--- src/packet_deframer_checksum_check_assert.svh ---
// assertion macros shared by the deframer rtl
// no dependencies; modules take this file in by include
`ifndef PACKET_DEFRAMER_CHECKSUM_CHECK_ASSERT_SVH
`define PACKET_DEFRAMER_CHECKSUM_CHECK_ASSERT_SVH

// same-cycle implication, held off during reset
`define PDCC_ASSERT_IMP(lbl, clk, rst_n, ante, cons, msg) \
    lbl: assert property (@(posedge clk) disable iff (!rst_n) (ante) |-> (cons)) \
        else $error(msg);

// next-cycle implication, held off during reset
`define PDCC_ASSERT_NXT(lbl, clk, rst_n, ante, cons, msg) \
    lbl: assert property (@(posedge clk) disable iff (!rst_n) (ante) |=> (cons)) \
        else $error(msg);

`endif

--- src/pdcc_pkg.sv ---
// shared types, marker codes and hex decode for the packet deframer
// no dependencies
package pdcc_pkg;

    typedef logic [7:0] t_byte;

    // frame markers
    localparam t_byte START_MARK = 8'h24;
    localparam t_byte END_MARK   = 8'h23;

    // one result transaction
    typedef struct packed {
        t_byte data_byte;
        logic  frame_end;
        logic  frame_good;
    } t_result;

    // decoded checksum digit
    typedef struct packed {
        logic       bad;
        logic [3:0] value;
    } t_hex;

    // hex digit in either case, flagged bad otherwise
    function automatic t_hex hex_digit(input t_byte b);
        t_hex h;
        h.bad   = 1'b0;
        h.value = 4'd0;
        if (b >= 8'h30 && b <= 8'h39) begin
            h.value = 4'(b - 8'h30);
        end else if (b >= 8'h61 && b <= 8'h66) begin
            h.value = 4'(b - 8'h57);
        end else if (b >= 8'h41 && b <= 8'h46) begin
            h.value = 4'(b - 8'h37);
        end else begin
            h.bad = 1'b1;
        end
        return h;
    endfunction

endpackage

--- src/pdcc_in_if.sv ---
// input channel: one received byte per transaction
// depends on pdcc_pkg
interface pdcc_in_if;
    logic           valid;
    logic           ready;
    pdcc_pkg::t_byte rx_byte;

    modport source (output valid, output rx_byte, input ready);
    modport sink   (input valid, input rx_byte, output ready);
endinterface

--- src/pdcc_out_if.sv ---
// output channel: payload byte or frame-end result per transaction
// depends on pdcc_pkg
interface pdcc_out_if;
    logic            valid;
    logic            ready;
    pdcc_pkg::t_byte data_byte;
    logic            frame_end;
    logic            frame_good;

    modport source (output valid, output data_byte, output frame_end, output frame_good,
                    input ready);
    modport sink   (input valid, input data_byte, input frame_end, input frame_good,
                    output ready);
endinterface

--- src/packet_deframer_checksum_check.sv ---
// a payload byte or frame-end result is registered before it is offered on the output
// throughput: one received byte per cycle; input stalls only when the output holds
// two results unaccepted (output register plus skid entry)
// reset (synchronous, active low) returns to hunting for the start marker with all
// result slots empty
// depends on pdcc_pkg, pdcc_in_if, pdcc_out_if, pdcc_core and pdcc_skid
module packet_deframer_checksum_check (
    input  logic        i_clk,
    input  logic        i_rst_n,
    pdcc_in_if.sink     i_rx,
    pdcc_out_if.source  o_res
);

    logic              w_ready;
    logic              w_accept;
    logic              w_res_valid;
    pdcc_pkg::t_result w_res;
    pdcc_pkg::t_result w_out;

    // input transaction
    assign i_rx.ready = w_ready;
    assign w_accept   = i_rx.valid && w_ready;

    pdcc_core u_core (
        .i_clk       (i_clk),
        .i_rst_n     (i_rst_n),
        .i_accept    (w_accept),
        .i_byte      (i_rx.rx_byte),
        .o_res_valid (w_res_valid),
        .o_res       (w_res)
    );

    pdcc_skid u_skid (
        .i_clk       (i_clk),
        .i_rst_n     (i_rst_n),
        .i_push      (w_res_valid),
        .i_data      (w_res),
        .o_in_ready  (w_ready),
        .o_valid     (o_res.valid),
        .o_data      (w_out),
        .i_out_ready (o_res.ready)
    );

    // result fields
    assign o_res.data_byte  = w_out.data_byte;
    assign o_res.frame_end  = w_out.frame_end;
    assign o_res.frame_good = w_out.frame_good;

endmodule

--- src/pdcc_core.sv ---
// frame state machine: marker hunt, payload sum and checksum compare
// depends on pdcc_pkg and packet_deframer_checksum_check_assert.svh
`include "packet_deframer_checksum_check_assert.svh"

module pdcc_core (
    input  logic              i_clk,
    input  logic              i_rst_n,
    input  logic              i_accept,
    input  pdcc_pkg::t_byte   i_byte,
    output logic              o_res_valid,
    output pdcc_pkg::t_result o_res
);

    typedef enum logic [1:0] {
        PH_HUNT,
        PH_PAYLOAD,
        PH_DIGIT_HI,
        PH_DIGIT_LO
    } t_phase;

    t_phase          r_phase, n_phase;
    pdcc_pkg::t_byte r_sum, n_sum;
    logic [3:0]      r_high, n_high;
    logic            r_high_bad, n_high_bad;
    pdcc_pkg::t_hex  w_hex;

    assign w_hex = pdcc_pkg::hex_digit(i_byte);

    // next state and result for the byte in this transaction
    always_comb begin
        n_phase     = r_phase;
        n_sum       = r_sum;
        n_high      = r_high;
        n_high_bad  = r_high_bad;
        o_res_valid = 1'b0;
        o_res       = '0;
        if (i_accept) begin
            case (r_phase)
                PH_HUNT: begin
                    if (i_byte == pdcc_pkg::START_MARK) begin
                        n_sum   = '0;
                        n_phase = PH_PAYLOAD;
                    end
                end
                PH_PAYLOAD: begin
                    if (i_byte == pdcc_pkg::END_MARK) begin
                        n_phase = PH_DIGIT_HI;
                    end else begin
                        n_sum           = r_sum + i_byte;
                        o_res_valid     = 1'b1;
                        o_res.data_byte = i_byte;
                    end
                end
                PH_DIGIT_HI: begin
                    n_high     = w_hex.value;
                    n_high_bad = w_hex.bad;
                    n_phase    = PH_DIGIT_LO;
                end
                PH_DIGIT_LO: begin
                    o_res_valid      = 1'b1;
                    o_res.frame_end  = 1'b1;
                    o_res.frame_good = !r_high_bad && !w_hex.bad &&
                                       ({r_high, w_hex.value} == r_sum);
                    n_phase          = PH_HUNT;
                end
                default: begin
                    n_phase = PH_HUNT;
                end
            endcase
        end
    end

    // state registers
    always_ff @(posedge i_clk) begin
        if (!i_rst_n) begin
            r_phase    <= PH_HUNT;
            r_sum      <= '0;
            r_high     <= '0;
            r_high_bad <= 1'b0;
        end else begin
            r_phase    <= n_phase;
            r_sum      <= n_sum;
            r_high     <= n_high;
            r_high_bad <= n_high_bad;
        end
    end

    // a start marker opens a frame with a cleared sum
    `PDCC_ASSERT_NXT(a_start_clears, i_clk, i_rst_n,
        i_accept && r_phase == PH_HUNT && i_byte == pdcc_pkg::START_MARK,
        r_phase == PH_PAYLOAD && r_sum == '0, "start marker did not open a frame")
    // results come only from payload bytes or the second digit
    `PDCC_ASSERT_IMP(a_res_phase, i_clk, i_rst_n, o_res_valid,
        i_accept && (r_phase == PH_PAYLOAD || r_phase == PH_DIGIT_LO),
        "result outside payload or second digit")
    // the second digit always returns to hunting
    `PDCC_ASSERT_NXT(a_end_hunts, i_clk, i_rst_n, o_res_valid && o_res.frame_end,
        r_phase == PH_HUNT && $past(r_phase) == PH_DIGIT_LO, "frame end did not rearm hunt")

endmodule

--- src/pdcc_skid.sv ---
// output register with one skid entry; input waits on output ready only while the skid entry is full
// depends on pdcc_pkg and packet_deframer_checksum_check_assert.svh
`include "packet_deframer_checksum_check_assert.svh"

module pdcc_skid (
    input  logic              i_clk,
    input  logic              i_rst_n,
    input  logic              i_push,
    input  pdcc_pkg::t_result i_data,
    output logic              o_in_ready,
    output logic              o_valid,
    output pdcc_pkg::t_result o_data,
    input  logic              i_out_ready
);

    logic              r_out_valid, n_out_valid;
    logic              r_skid_valid, n_skid_valid;
    pdcc_pkg::t_result r_out, n_out;
    pdcc_pkg::t_result r_skid, n_skid;
    logic              w_take;

    assign w_take     = r_out_valid && i_out_ready;
    assign o_in_ready = !r_skid_valid;
    assign o_valid    = r_out_valid;
    assign o_data     = r_out;

    // refill the output register from the skid entry first, then from input
    always_comb begin
        n_out_valid  = r_out_valid;
        n_skid_valid = r_skid_valid;
        n_out        = r_out;
        n_skid       = r_skid;
        if (r_skid_valid) begin
            if (w_take) begin
                n_out        = r_skid;
                n_skid_valid = 1'b0;
            end
        end else if (i_push) begin
            if (!r_out_valid || w_take) begin
                n_out       = i_data;
                n_out_valid = 1'b1;
            end else begin
                n_skid       = i_data;
                n_skid_valid = 1'b1;
            end
        end else if (w_take) begin
            n_out_valid = 1'b0;
        end
    end

    // control flags
    always_ff @(posedge i_clk) begin
        if (!i_rst_n) begin
            r_out_valid  <= 1'b0;
            r_skid_valid <= 1'b0;
        end else begin
            r_out_valid  <= n_out_valid;
            r_skid_valid <= n_skid_valid;
        end
    end

    // payload
    always_ff @(posedge i_clk) begin
        r_out  <= n_out;
        r_skid <= n_skid;
    end

    // the skid entry is only used behind a full output register
    `PDCC_ASSERT_IMP(a_skid_behind, i_clk, i_rst_n, r_skid_valid, r_out_valid,
        "skid entry held with empty output register")
    // a stalled result with a new push lands in the skid entry
    `PDCC_ASSERT_NXT(a_skid_fill, i_clk, i_rst_n,
        i_push && o_in_ready && r_out_valid && !i_out_ready,
        r_skid_valid && r_skid == $past(i_data), "stalled push not captured in skid")

endmodule
--- src/flat_wrapper.sv ---
// flat-port wrapper written by rule: the top's interface ports become plain ports
module packet_deframer_checksum_check_flat 
  (i_clk, i_rst_n, i_rx_valid, i_rx_rx_byte, i_rx_ready, o_res_valid, o_res_data_byte, o_res_frame_end, o_res_frame_good, o_res_ready);
  pdcc_in_if i_rx_i ();
  pdcc_out_if o_res_i ();
  input  logic i_clk;
  input  logic i_rst_n;
  input wire logic [$bits(i_rx_i.valid)-1:0] i_rx_valid;
  input wire logic [$bits(i_rx_i.rx_byte)-1:0] i_rx_rx_byte;
  output wire logic [$bits(i_rx_i.ready)-1:0] i_rx_ready;
  output wire logic [$bits(o_res_i.valid)-1:0] o_res_valid;
  output wire logic [$bits(o_res_i.data_byte)-1:0] o_res_data_byte;
  output wire logic [$bits(o_res_i.frame_end)-1:0] o_res_frame_end;
  output wire logic [$bits(o_res_i.frame_good)-1:0] o_res_frame_good;
  input wire logic [$bits(o_res_i.ready)-1:0] o_res_ready;
  assign i_rx_i.valid = i_rx_valid;
  assign i_rx_i.rx_byte = i_rx_rx_byte;
  assign i_rx_ready = i_rx_i.ready;
  assign o_res_valid = o_res_i.valid;
  assign o_res_data_byte = o_res_i.data_byte;
  assign o_res_frame_end = o_res_i.frame_end;
  assign o_res_frame_good = o_res_i.frame_good;
  assign o_res_i.ready = o_res_ready;
  packet_deframer_checksum_check u_core (.i_clk(i_clk), .i_rst_n(i_rst_n), .i_rx(i_rx_i), .o_res(o_res_i));
endmodule
--- config.mk ---
export PLATFORM = sky130hd
export DESIGN_NAME = packet_deframer_checksum_check_flat
export DESIGN_NICKNAME = d
export VERILOG_FILES = /design/src/pdcc_pkg.sv /design/src/pdcc_in_if.sv /design/src/pdcc_out_if.sv /design/src/packet_deframer_checksum_check.sv /design/src/pdcc_core.sv /design/src/pdcc_skid.sv /design/src/flat_wrapper.sv
export VERILOG_INCLUDE_DIRS = /design/src /design/src/src
export SDC_FILE = /design/constraint.sdc
export NUM_CORES = 1
export LEC_CHECK = 0
export ABC_AREA = 1
export BUFFER_PORTS_ARGS = -buffer_cell sky130_fd_sc_hd__buf_2
export CORE_MARGIN = 2
export CORE_UTILIZATION = 45
export DETAILED_ROUTE_END_ITERATION = 10
export SETUP_SLACK_MARGIN = 0.1
export SYNTH_ARGS = -nofsm -noshare
export SYNTH_HDL_FRONTEND = slang
export SYNTH_SLANG_ARGS = --single-unit
--- constraint.sdc ---
create_clock -name i_clk -period 2.43 [get_ports i_clk]
set_input_delay 0.486 -clock i_clk [delete_from_list [all_inputs] [get_ports i_clk]]
set_output_delay 0.486 -clock i_clk [all_outputs]
set_load 0.05 [all_outputs]
Yosys cells after proc, flatten, opt, wreduce, memory -nomap -nowiden
Cells that the tools add are included.
- output and inout port bits: 12
- logic and storage cells: 88
- input port bits: 12
- flip-flop bits (word level): 37
- add/subtract/negate cells: 4
- eq/ne operators: 11
- mux-type cells: 30
- $lt $le $gt $ge: 6
- reductions and logical operators: 23
- bitwise operators: 2
- operator list (kind ; count):
    $mux 10 ; 5
    $mux 8 ; 4
    $eq 8x6->1 const B ; 2
    $ge 8x7->1 const B ; 2
    $le 8x7->1 const B ; 2
    $pmux 8 s2 ; 1
    $mux 1 ; 12
    $mux 4 ; 3
    $reduce_and 3->1 ; 4
    $add 8x8->8 ; 1
    $eq 8x8->1 ; 1
    $ge 8x6->1 const B ; 1
    $le 8x6->1 const B ; 1
    $ne 2x2->1 const B ; 4
    $pmux 2 s4 ; 1
    $reduce_bool 2->1 ; 4
    $sub 4x3->4 const B ; 2
    $logic_and 1x1->1 ; 7
    $mux 2 ; 3
    $eq 2x2->1 const B ; 2
    $logic_not 1->1 ; 4
    $reduce_and 4->1 ; 1
    $sub 4x1->4 const B ; 1
    $eq 2x1->1 const B ; 1
    6 further kinds ; 7

Depth between registers and ports, before layout
Gate-level depths: netlist of the first run.
- depth after elaboration: 13
- gate-level depth with buffers: 13
- mapped depth without buffers: 13

Modules after synthesis
Synthesis of the first run repeated with hierarchy kept, for this count alone.
- cells, all modules: 296
- area total of the unflattened synthesis: 2307.2 µm²
- modules (own cells, without submodules) (module ; area an instance (µm²) ; instances ; seq. area each (µm²) ; cells an instance):
    pdcc_core ; 1451.4 ; 1 ; 300.3 ; 221
    pdcc_skid ; 848.3 ; 1 ; 640.6 ; 73
    packet_deframer_checksum_check ; 7.5 ; 1 ; 0.0 ; 2

Least setup slack after synthesis of the first run
Ideal clock, no wire load.
- path kind: reg2reg
- start: reg u_core.u_skid.r_skid_valid
- end: reg u_core.u_skid.r_skid[0] in the netlist's numbering, enable pin
- required time: 2048 ps
- cell stages (with the launch flop): 6
- clock period less this slack: 1987 ps
- buffers on the path: 0
- data arrival time: 1605 ps
- setup slack: 443 ps
- setup time: 382 ps
- cells stage by stage: dfxtp_1 > inv_2 > nand2_1 > nor2_1 > nand2_1 > a21oi_1
- cells in the longest elaborated chain, start to end: 4
- elaborated cells between the ends (all ways): 5
- those cells by class: mux: 1; bitwise: 1; reduce/logical: 3
- RTL lines (element ; line ; RTL):
    start: declaration ; pdcc_skid.sv:17 ; logic r_skid_valid, n_skid_valid;
    start signal: assignment ; pdcc_skid.sv:58 ; r_skid_valid <= n_skid_valid;
    $logic_not 1->1 ; pdcc_skid.sv:23 ; assign o_in_ready = !r_skid_valid;
    via i_rx_ready ; flat_wrapper.sv:10 ; output wire logic [$bits(i_rx_i.ready)-1:0] i_rx_ready;
    $logic_and 1x1->1 ; packet_deframer_checksum_check.sv:22 ; assign w_accept = i_rx.valid && w_ready;
    $mux 1 ; pdcc_core.sv:37 ; if (i_accept) begin
    $reduce_and 3->1 (no line) ; n/a ;
    end signal: assignment ; pdcc_skid.sv:65 ; r_skid <= n_skid;
    end: declaration ; pdcc_skid.sv:19 ; pdcc_pkg::t_result r_skid, n_skid;
The timed path passes the listed nets, and every way through them passes these cells.
A chain may end at the register's enable or synchronous reset.

==> impl_metrics.json, run 1 <==
{
  "gr-total-overflow": 0,
  "grt_antenna_before_repair": 0,
  "worst_slew_pin_slew_ps": 361,
  "hpwlAfterDp_um": 3510,
  "swShare_pct": 28.2,
  "synth-simple-area-share_pct": 26.4,
  "hp-class": "reg2reg",
  "drt_iter0_markers": 73,
  "fin_crit_ps": 1900,
  "drc": 0,
  "r2r_end": "u_core.u_skid.o_data[4]$_DFFE_PP_",
  "cts_resized": 0,
  "cts_buffers": 5,
  "layout_common_cells": "nand2_1 (61), inv_1 (25), nor2_1 (24)",
  "p_leak_nw": 1.10,
  "clk_pin_slew_ps": 80,
  "start_kind": "input port",
  "worstHoldPathCells": 2,
  "worstPathMaxFanout": 7,
  "crit_start": "i_rx_rx_byte[0]",
  "synth_xor_area_share_pct": 2.42,
  "synth_fp_nets": 294,
  "ios": 24,
  "rr_worst_depth": 8,
  "numClockSinks": 37,
  "ff_latch_area_um2": 941,
  "syn-cell-area_um2": 2170,
  "antenna_cells": 0,
  "syn_inst": 266,
  "crit_slowest_cell": "ha_1",
  "clockRootBuffer": "clkbuf_8",
  "placed_cells": 345,
  "hp-start": "u_core.u_core.r_high_bad$_SDFFE_PN0P_",
  "worst_hold_slack_ps": 477,
  "final_nets": 326,
  "vias": 1770,
  "hold_path_end": "u_core.u_core.r_high_bad$_SDFFE_PN0P_",
  "cts_max_level": 2,
  "setup_viol": 0,
  "ys_seq_area_share_pct": 43.4,
  "synth-warning-count": 0,
  "cts_tree": "yes",
  "wl_per_cell_um": 12.8,
  "grt_pass1_wl_um": 7560,
  "die_width_um": 73.4,
  "core-area_um2": 4690,
  "relSlewSlack_pct": 75.7,
  "grt_max_degree": 13,
  "initial_core_util_pct": 46.2,
  "hold_viol_final": 0,
  "rsz0062_at_grt": "no",
  "synth_seq_cells": 37,
  "yosys.area.top_type_share_pct": 27.7,
  "synth_mux_area_share_pct": 0,
  "rrSetupSlack_ps": 540,
  "final_common_cell": "nand2_1",
  "die_area_um2": 5390,
  "outcome": "complete, no violations",
  "p_switching_uw": 431,
  "power_frac_comb_pct": 16.5,
  "rows": 25,
  "r2r-start": "u_core.u_skid.r_skid_valid$_SDFF_PN0_",
  "finalMaxSlewViolations": 0,
  "pwr-share-clk_pct": 37.9,
  "grt_pass1_vias": 1613,
  "dr.pass1.iters": 5,
  "multi_input_area_um2": 1100,
  "drive_above_1_share_pct": 18.7,
  "setup_tns_ps": 0,
  "p_seq_share_pct": 45.6,
  "synth-compound-area-share_pct": 12.3,
  "routed_wirelength_um": 4500,
  "end_kind": "flip-flop",
  "area_delta_synth_final_pct": 14.8,
  "clock_latency_ps": 300,
  "crit_top_cell": "nand2_1",
  "cp.required_ps": 2590,
  "fin_crit_sh_pct": 78.0,
  "yosys.area_share.adder_pct": 9.57,
  "fillers": 453,
  "fin_skew_ps": 13.1,
  "dpl-instance-area_um2": 2370,
  "cts_max_path_buffers": 2,
  "hold_buffers": 0,
  "ys_types": 31,
  "synth_top_area_cell": "edfxtp_1",
  "critPathArrivalTime_ps": 2060,
  "grt_use_total_pct": 18.8,
  "io_buffers": 23,
  "crit_path_cell_trace": "buf_2 -> inv_1 -> ha_1 -> nand2_1 -> nand3_2 -> nand2_4 -> nand2_1 -> nand2_1 -> nand2_1 -> nand2_1 -> nand2_1 -> nor2_2 -> nand3_2 -> a21oi_2",
  "detail-route-antenna-nets": 0,
  "drv_cap": 0,
  "layout.cells.non_filler": 353,
  "syn_area_per_cell_um2": 8.16,
  "max_stage_delay_ps": 260,
  "internal_power_mw": 1.09,
  "power.density_nw_per_um2": 612,
  "fmax_mhz": 527,
  "final_area_um2": 2490,
  "gp_congestion": 0.868,
  "post_cts.repair.setup_buffers": 0,
  "utilization_pct": 53.1,
  "die_h_um": 73.4,
  "yosys-top-cells-area": "edfxtp_1 (28%), dfxtp_1 (16%), nand2_1 (11%)",
  "vias_per_cell": 5.01,
  "worstSetupPathType": "in2reg",
  "peakVddDrop_uv": 316,
  "synth_top_family_by_area": "simple AND/OR/NAND/NOR gates"
}
==> worst max-delay path: cells and delay by family <==
| kind | cells | cell delay (ps) |
|---|---|---|
| AOI/OAI and AO/OA | 1 | 130 |
| buffers and inverters | 2 | 260 |
| adders and majority gates | 1 | 260 |
| and+or+nand+nor | 10 | 900 |
==> area by class of cell <==
cell class	instances	area share (%)
multi-input cells	195	44.2
repair buffers	26	5.52
inverters	33	4.97
clock buffers	6	3.31
well taps	54	2.71
clock inverters	2	1.51
flip-flops and latches	37	37.8
==> worst max path at each step <==
stage	endpoint	depth (start not counted)
global placement	u_core.u_skid.o_data[0]$_DFFE_PP_	14
floorplan	u_core.u_skid.r_skid[0]$_DFFE_PP_	5
global route	u_core.u_skid.o_data[8]$_DFFE_PP_	8
CTS	u_core.u_skid.o_data[3]$_DFFE_PP_	8
finish	u_core.u_skid.o_data[0]$_DFFE_PP_	14
detailed placement	u_core.u_skid.o_data[0]$_DFFE_PP_	14
==> synthesized netlist by cell type, drive strengths merged <==
library cell	instances
nand2	67
inv	31
nor2	30
a21oi	22
edfxtp	20
o21ai	20
nand3	18
dfxtp	17
ha	15
xor2	6
nand4	4
nand3b	3
a211oi	2
clkinv	2
a21boi	1
a31oi	1
clkbuf	1
fa	1
nor3	1
o211a	1
o211ai	1
o21bai	1
or2	1
==> flip-flops by register name, indices dropped and copies added (netlist names) <==
| register | cells |
|---|---|
| u_core.u_core.r_high | 4 |
| u_core.u_core.r_sum | 8 |
| u_core.u_skid.r_skid | 10 |
| u_core.u_skid.r_skid_valid | 1 |
| u_core.u_skid.o_valid | 1 |
| u_core.u_skid.o_data | 10 |
| u_core.u_core.r_phase | 2 |
| u_core.u_core.r_high_bad | 1 |
==> through the flow <==
stage / total power [mW] / setup WS [ps]
4_1_cts: 1.54 / 494
5_1_grt: 1.59 / 306
3_3_place_gp: 0.960 / 245
2_1_floorplan: 0.891 / 443
3_5_place_dp: 0.962 / 206
6_report: 1.52 / 534
==> cells by family after synthesis <==
group / Yosys count
adders and majority gates: 16
and+or+nand+nor: 124
xor gates and xnor gates: 6
DFF: 37
AOI/OAI and AO/OA: 49
buffers and inverters: 34
==> power by group through the flow <==
stage | Clock, mW | Sequential, mW | Combinational, mW
final | 0.578 | 0.695 | 0.252
after global routing | 0.609 | 0.698 | 0.286
after CTS | 0.591 | 0.694 | 0.254
after detailed placement | 0 | 0.709 | 0.253
after global placement | 0 | 0.709 | 0.252
after floorplan | 0 | 0.733 | 0.158
==> metal layers <==
metal / share of wire (%) / routed length (um) / track usage, % / vias up
met3: 2.9 / 130 / 3.70 / 8
met4: 1.6 / 71 / 6.87 / 0
met1: 47 / 2100 / 23.4 / 790
met5: 0 / 0 / 0 / -
li1: - / - / - / 947
met2: 49 / 2200 / 32.3 / 25
(Power assumes the default switching activity.)
==> inputs of run 2 (changes only) <==
--- a/config.mk
+++ b/config.mk
@@ -11,6 +11,7 @@
 export CORE_MARGIN = 2
 export CORE_UTILIZATION = 45
 export DETAILED_ROUTE_END_ITERATION = 10
+export PLACE_DENSITY = 0.66
 export SETUP_SLACK_MARGIN = 0.1
 export SYNTH_ARGS = -nofsm -noshare
 export SYNTH_HDL_FRONTEND = slang
==> constraint.sdc (replaced) <==
create_clock -name i_clk -period 1.6 [get_ports i_clk]
set_input_delay 0.32 -clock i_clk [delete_from_list [all_inputs] [get_ports i_clk]]
set_output_delay 0.32 -clock i_clk [all_outputs]
set_load 0.05 [all_outputs]
==> impl_metrics.json, run 2 (synthesis gave the netlist of run 1 again) <==
{
  "outcome": "complete, no violations",
  "hold_viol_final": 0,
  "crit_slowest_cell": "fa_2",
  "drt_iter0_markers": 92,
  "power_frac_comb_pct": 21.2,
  "numClockSinks": 37,
  "max_stage_delay_ps": 360,
  "die_area_um2": 5390,
  "p_switching_uw": 687,
  "fin_crit_sh_pct": 99.4,
  "final_common_cell": "nand2_1",
  "drc": 0,
  "area_delta_synth_final_pct": 42.0,
  "rrSetupSlack_ps": 10,
  "hp-class": "in2reg",
  "io_buffers": 23,
  "p_leak_nw": 1.34,
  "gr-total-overflow": 0,
  "end_kind": "flip-flop",
  "worst_slew_pin_slew_ps": 273,
  "critPathArrivalTime_ps": 1810,
  "setup_viol": 0,
  "worst_hold_slack_ps": 367,
  "die_width_um": 73.4,
  "drv_cap": 0,
  "initial_core_util_pct": 46.2,
  "wl_per_cell_um": 12.6,
  "cts_max_path_buffers": 2,
  "crit_top_cell": "buf_4",
  "clockRootBuffer": "clkbuf_8",
  "grt_use_total_pct": 19.4,
  "cts_max_level": 2,
  "core-area_um2": 4690,
  "r2r-start": "u_core.u_core.r_sum[0]$_SDFFE_PN0P_",
  "power.density_nw_per_um2": 838,
  "clock_latency_ps": 280,
  "power_mw": 2.58,
  "die_h_um": 73.4,
  "vias_per_cell": 5.07,
  "grt_pass1_wl_um": 7980,
  "finalMaxSlewViolations": 0,
  "crit_start": "u_core.u_core.r_sum[0]$_SDFFE_PN0P_",
  "drive_above_1_share_pct": 40.4,
  "fmax_mhz": 629,
  "crit_path_cell_trace": "ha_4 -> fa_2 -> buf_4 -> buf_4 -> buf_4 -> a21oi_2 -> o21ai_1 -> a21oi_1",
  "crit_end": "u_core.u_core.r_sum[2]$_SDFFE_PN0P_",
  "gp_congestion": 0.884,
  "worstPathMaxFanout": 2,
  "cts_buffers": 5,
  "rows": 25,
  "internal_power_mw": 1.89,
  "worstSetupPathType": "reg2reg",
  "detail-route-antenna-nets": 0,
  "peakVddDrop_uv": 436,
  "fin_skew_ps": 2.91,
  "fillers": 399,
  "cp.required_ps": 1820,
  "dr.pass1.iters": 4,
  "ios": 24,
  "fin_crit_ps": 1590,
  "grt_antenna_before_repair": 0,
  "grt_pass1_vias": 1826,
  "rsz0062_at_grt": "yes",
  "antenna_cells": 0,
  "final_nets": 371,
  "routed_wirelength_um": 5030,
  "pwr-share-clk_pct": 37.6,
  "rr_worst_depth": 8,
  "vias": 2016,
  "cts_tree": "yes",
  "layout_common_cells": "nand2_1 (54), buf_4 (46), nor2_1 (22), buf_2 (22)",
  "swShare_pct": 26.6,
  "start_kind": "flip-flop",
  "relSlewSlack_pct": 81.7,
  "clk_pin_slew_ps": 80,
  "hpwlAfterDp_um": 3930,
  "r2r_end": "u_core.u_core.r_sum[2]$_SDFFE_PN0P_",
  "p_seq_share_pct": 41.2,
  "grt_max_degree": 14
}
-- run 2: cell type report --
cell class	count	area (um^2)	area share, %
Multi-Input combinational cell	196	1310	42.5
Sequential cell	37	948	30.8
Timing Repair Buffer	70	483	15.7
Inverter	33	135	4.38
Clock buffer	5	68.8	2.23
Clock inverter	3	68.8	2.23
Tap cell	54	67.6	2.19
-- run 2: worst min-delay path by stage --
stage | startpoint | endpoint | cells past startpoint
4_1_cts | i_rst_n | u_core.u_skid.o_valid$_SDFFE_PN0P_ | 3
6_report | i_rst_n | u_core.u_skid.o_valid$_SDFFE_PN0P_ | 3
2_1_floorplan | u_core.u_core.r_high_bad$_SDFFE_PN0P_ | u_core.u_core.r_high_bad$_SDFFE_PN0P_ | 2
3_5_place_dp | u_core.u_core.r_high_bad$_SDFFE_PN0P_ | u_core.u_core.r_high_bad$_SDFFE_PN0P_ | 2
5_1_grt | i_rst_n | u_core.u_skid.o_valid$_SDFFE_PN0P_ | 3
3_3_place_gp | u_core.u_core.r_high_bad$_SDFFE_PN0P_ | u_core.u_core.r_high_bad$_SDFFE_PN0P_ | 2
-- run 2: critical path, delay by kind of cell, from the launching register on --
family                     cells  cell delay, ps
AOI/OAI and AO/OA              3             280
adders and majority gates      2             520
buffers and inverters          3             390
DFF                            1             340
-- run 2: per-layer routing --
metal / up-vias / GRT usage (%) / wire, um
li1: 1042 / - / -
met1: 931 / 23.2 / 2220
met2: 39 / 35.5 / 2620
met3: 4 / 3.84 / 164
met4: 0 / 4.44 / 25
met5: - / 0 / 0
-- run 2: what timing repair did --
action / 4_1_cts / 5_1_grt
pin swaps: 7 / 11
hold endpoints to repair: 0 / 0
setup buffers: 3 / 1
hold buffers: 0 / 0
endpoints found under the setup margin: 26 / 39
gates cloned: 1 / 0
resized for setup: 10 / 27
-- run 2: metrics by stage --
step / instances / utilization, % / worst slack [ps] / TNS (ps) / area, um^2
after floorplan: 266 / - / 18.6 / 0 / 2240
after global placement: 385 / 58.8 / -204 / -4540 / 2760
after detailed placement: 385 / 58.8 / -260 / -4760 / 2760
after CTS: 397 / 63.3 / -15.3 / -15.3 / 2970
after global routing: 398 / 65.7 / -113 / -296 / 3080
final: 398 / 65.7 / 10.3 / 0 / 3080
-- run 2: power by group through the flow --
stage | Clock, mW | Combinational [mW] | Sequential, mW
after floorplan | 0 | 0.255 | 1.12
after global placement | 0 | 0.478 | 1.08
after detailed placement | 0 | 0.484 | 1.08
after CTS | 0.982 | 0.507 | 1.06
after global routing | 1.02 | 0.603 | 1.07
final | 0.971 | 0.547 | 1.06
==> inputs of run 3 (changes only) <==
--- a/config.mk
+++ b/config.mk
@@ -8,10 +8,13 @@
 export LEC_CHECK = 0
 export ABC_AREA = 1
 export BUFFER_PORTS_ARGS = -buffer_cell sky130_fd_sc_hd__buf_2
+export CELL_PAD_IN_SITES_DETAIL_PLACEMENT = 1
+export CELL_PAD_IN_SITES_GLOBAL_PLACEMENT = 1
 export CORE_MARGIN = 2
-export CORE_UTILIZATION = 45
+export CORE_UTILIZATION = 39
 export DETAILED_ROUTE_END_ITERATION = 10
-export PLACE_DENSITY = 0.66
+export PLACE_DENSITY_LB_ADDON = 0.1
+export RECOVER_POWER = 100
 export SETUP_SLACK_MARGIN = 0.1
 export SYNTH_ARGS = -nofsm -noshare
 export SYNTH_HDL_FRONTEND = slang
==> impl_metrics.json, run 3 (synthesis gave the netlist of run 1 again) <==
{
  "outcome": "finished with violations",
  "violations": "negative setup slack",
  "rsz0062_at_grt": "yes",
  "start_kind": "flip-flop",
  "setup_viol": 2,
  "fin_crit_sh_pct": 104,
  "place_ws_ps": -300,
  "clockRootBuffer": "clkbuf_8",
  "clock_latency_ps": 290,
  "fin_skew_ps": 7.48,
  "vias": 2095,
  "vias_per_cell": 4.96,
  "peakVddDrop_uv": 371,
  "initial_core_util_pct": 39.9,
  "drc": 0,
  "end_kind": "flip-flop",
  "final_common_cell": "nand2_1",
  "worstSetupPathType": "reg2reg",
  "worst_slew_pin_slew_ps": 324,
  "placed_cells": 406,
  "grt_use_total_pct": 22.0,
  "worstPathMaxFanout": 2,
  "gp_congestion": 0.754,
  "cts_buffers": 5,
  "grt_antenna_before_repair": 0,
  "fillers": 646,
  "hpwlAfterDp_um": 4910,
  "antenna_cells": 0,
  "p_leak_nw": 1.36,
  "hold_viol_final": 0,
  "drt_iter0_markers": 69,
  "routed_wirelength_um": 6390,
  "relSlewSlack_pct": 78.3,
  "io_buffers": 23,
  "final_nets": 377,
  "core-area_um2": 5440,
  "die_area_um2": 6180,
  "rows": 27,
  "die_width_um": 78.6,
  "fin_crit_ps": 1660,
  "wl_per_cell_um": 15.1,
  "grt_pass1_wl_um": 10400,
  "cts_max_path_buffers": 2,
  "layout.cells.non_filler": 422,
  "rr_worst_depth": 9,
  "power.density_nw_per_um2": 746,
  "utilization_pct": 57.1,
  "critPathArrivalTime_ps": 1890,
  "area_delta_synth_final_pct": 43.1,
  "numClockSinks": 37,
  "drive_above_1_share_pct": 41.1,
  "die_h_um": 78.6,
  "detail-route-antenna-nets": 0,
  "cts_max_level": 2,
  "cts_tree": "yes",
  "drv_cap": 0,
  "hp-class": "in2reg",
  "setup_ws_ps": -62.8,
  "ios": 24,
  "multi_input_area_um2": 1290,
  "clk_pin_slew_ps": 80,
  "power_mw": 2.32,
  "grt_pass1_vias": 2180,
  "worst_hold_slack_ps": 363,
  "cp.required_ps": 1820,
  "worstHoldPathCells": 3,
  "dr.pass1.iters": 4,
  "finalMaxSlewViolations": 0,
  "layout_common_cells": "nand2_1 (55), buf_4 (48), buf_2 (22)",
  "gr-total-overflow": 0,
  "grt_max_degree": 12,
  "ff_latch_area_um2": 946,
  "fmax_mhz": 601
}
run 3: changes by cell type in the layout (fill, tap and decap cells not counted), moves of 2 or more:
cell | before | now
ha_4 | 7 | 4
bufinv_16 | 2 | 0
nand3_2 | 5 | 8
clkbuf_1 | 0 | 3
a21oi_2 | 3 | 5
a21oi_1 | 18 | 16
nand3_1 | 12 | 10
o21ai_0 | 12 | 14
ha_1 | 7 | 10
o21ai_1 | 6 | 3
nor2_1 | 22 | 20
buf_4 | 46 | 48
run 3: metrics by stage:
step                      instance area, um^2  setup TNS, ps
after floorplan                          2240              0
after global placement                   2820          -4940
after detailed placement                 2820          -6200
after CTS                                3000          -34.6
after global routing                     3100          -1120
final                                    3100           -110
run 3: metal layers:
| metal | wire length, um | vias to the layer above | global-route usage [%] |
|---|---|---|---|
| met2 | 3370 | 27 | 41.5 |
| met4 | 111 | 0 | 6.14 |
| met1 | 2790 | 1006 | 25.4 |
| met5 | 0 | - | 0 |
| met3 | 121 | 10 | 3.68 |
| li1 | - | 1052 | - |
run 3: layout make-up:
type | count | share of cell area [%]
well taps | 72 | 2.90
clock inverters | 1 | 0.161
repair buffers | 76 | 18.0
flip-flops and latches | 37 | 30.5
inverters | 33 | 4.35
multi-input cells | 196 | 41.7
clock buffers | 7 | 2.46
run 3: path summary, 6_finish.rpt:
| kind | startpoint | to | slack [ps] |
|---|---|---|---|
| max | u_core.u_core.r_sum[0]$_SDFFE_PN0P_ | u_core.u_core.r_sum[6]$_SDFFE_PN0P_ | -60 |
| min reg2reg | u_core.u_core.r_high[3]$_SDFFE_PN0P_ | u_core.u_core.r_high[3]$_SDFFE_PN0P_ | 490 |
| max reg2reg | u_core.u_core.r_sum[0]$_SDFFE_PN0P_ | u_core.u_core.r_sum[6]$_SDFFE_PN0P_ | -60 |
| min | i_rst_n | u_core.u_core.r_sum[2]$_SDFFE_PN0P_ | 360 |
run 3: critical path, cell delays in order (launching register included):
cell and delay (ps):
dfxtp_2 340, ha_4 170, fa_2 370, nand3_2 70
nand3_2 80, a21oi_2 140, o21bai_1 90, xor2_1 150
nand2_1 80, a21oi_2 110
run 3: power by group:
part	internal, mW	switching, mW	total (mW)
clock	0.306	0.348	0.655
sequential	1.04	0.0274	1.06
combinational	0.253	0.344	0.597
total	1.60	0.720	2.32
run 3: timing repair:
action                                  in CTS  in global routing
pin swaps                                    8                  3
hold buffers                                 0                  0
setup buffers                                2                  4
hold endpoints to repair                     0                  0
gates resized for setup                     19                 18
endpoints found under the setup margin      41                 43
cloned                                       1                  1
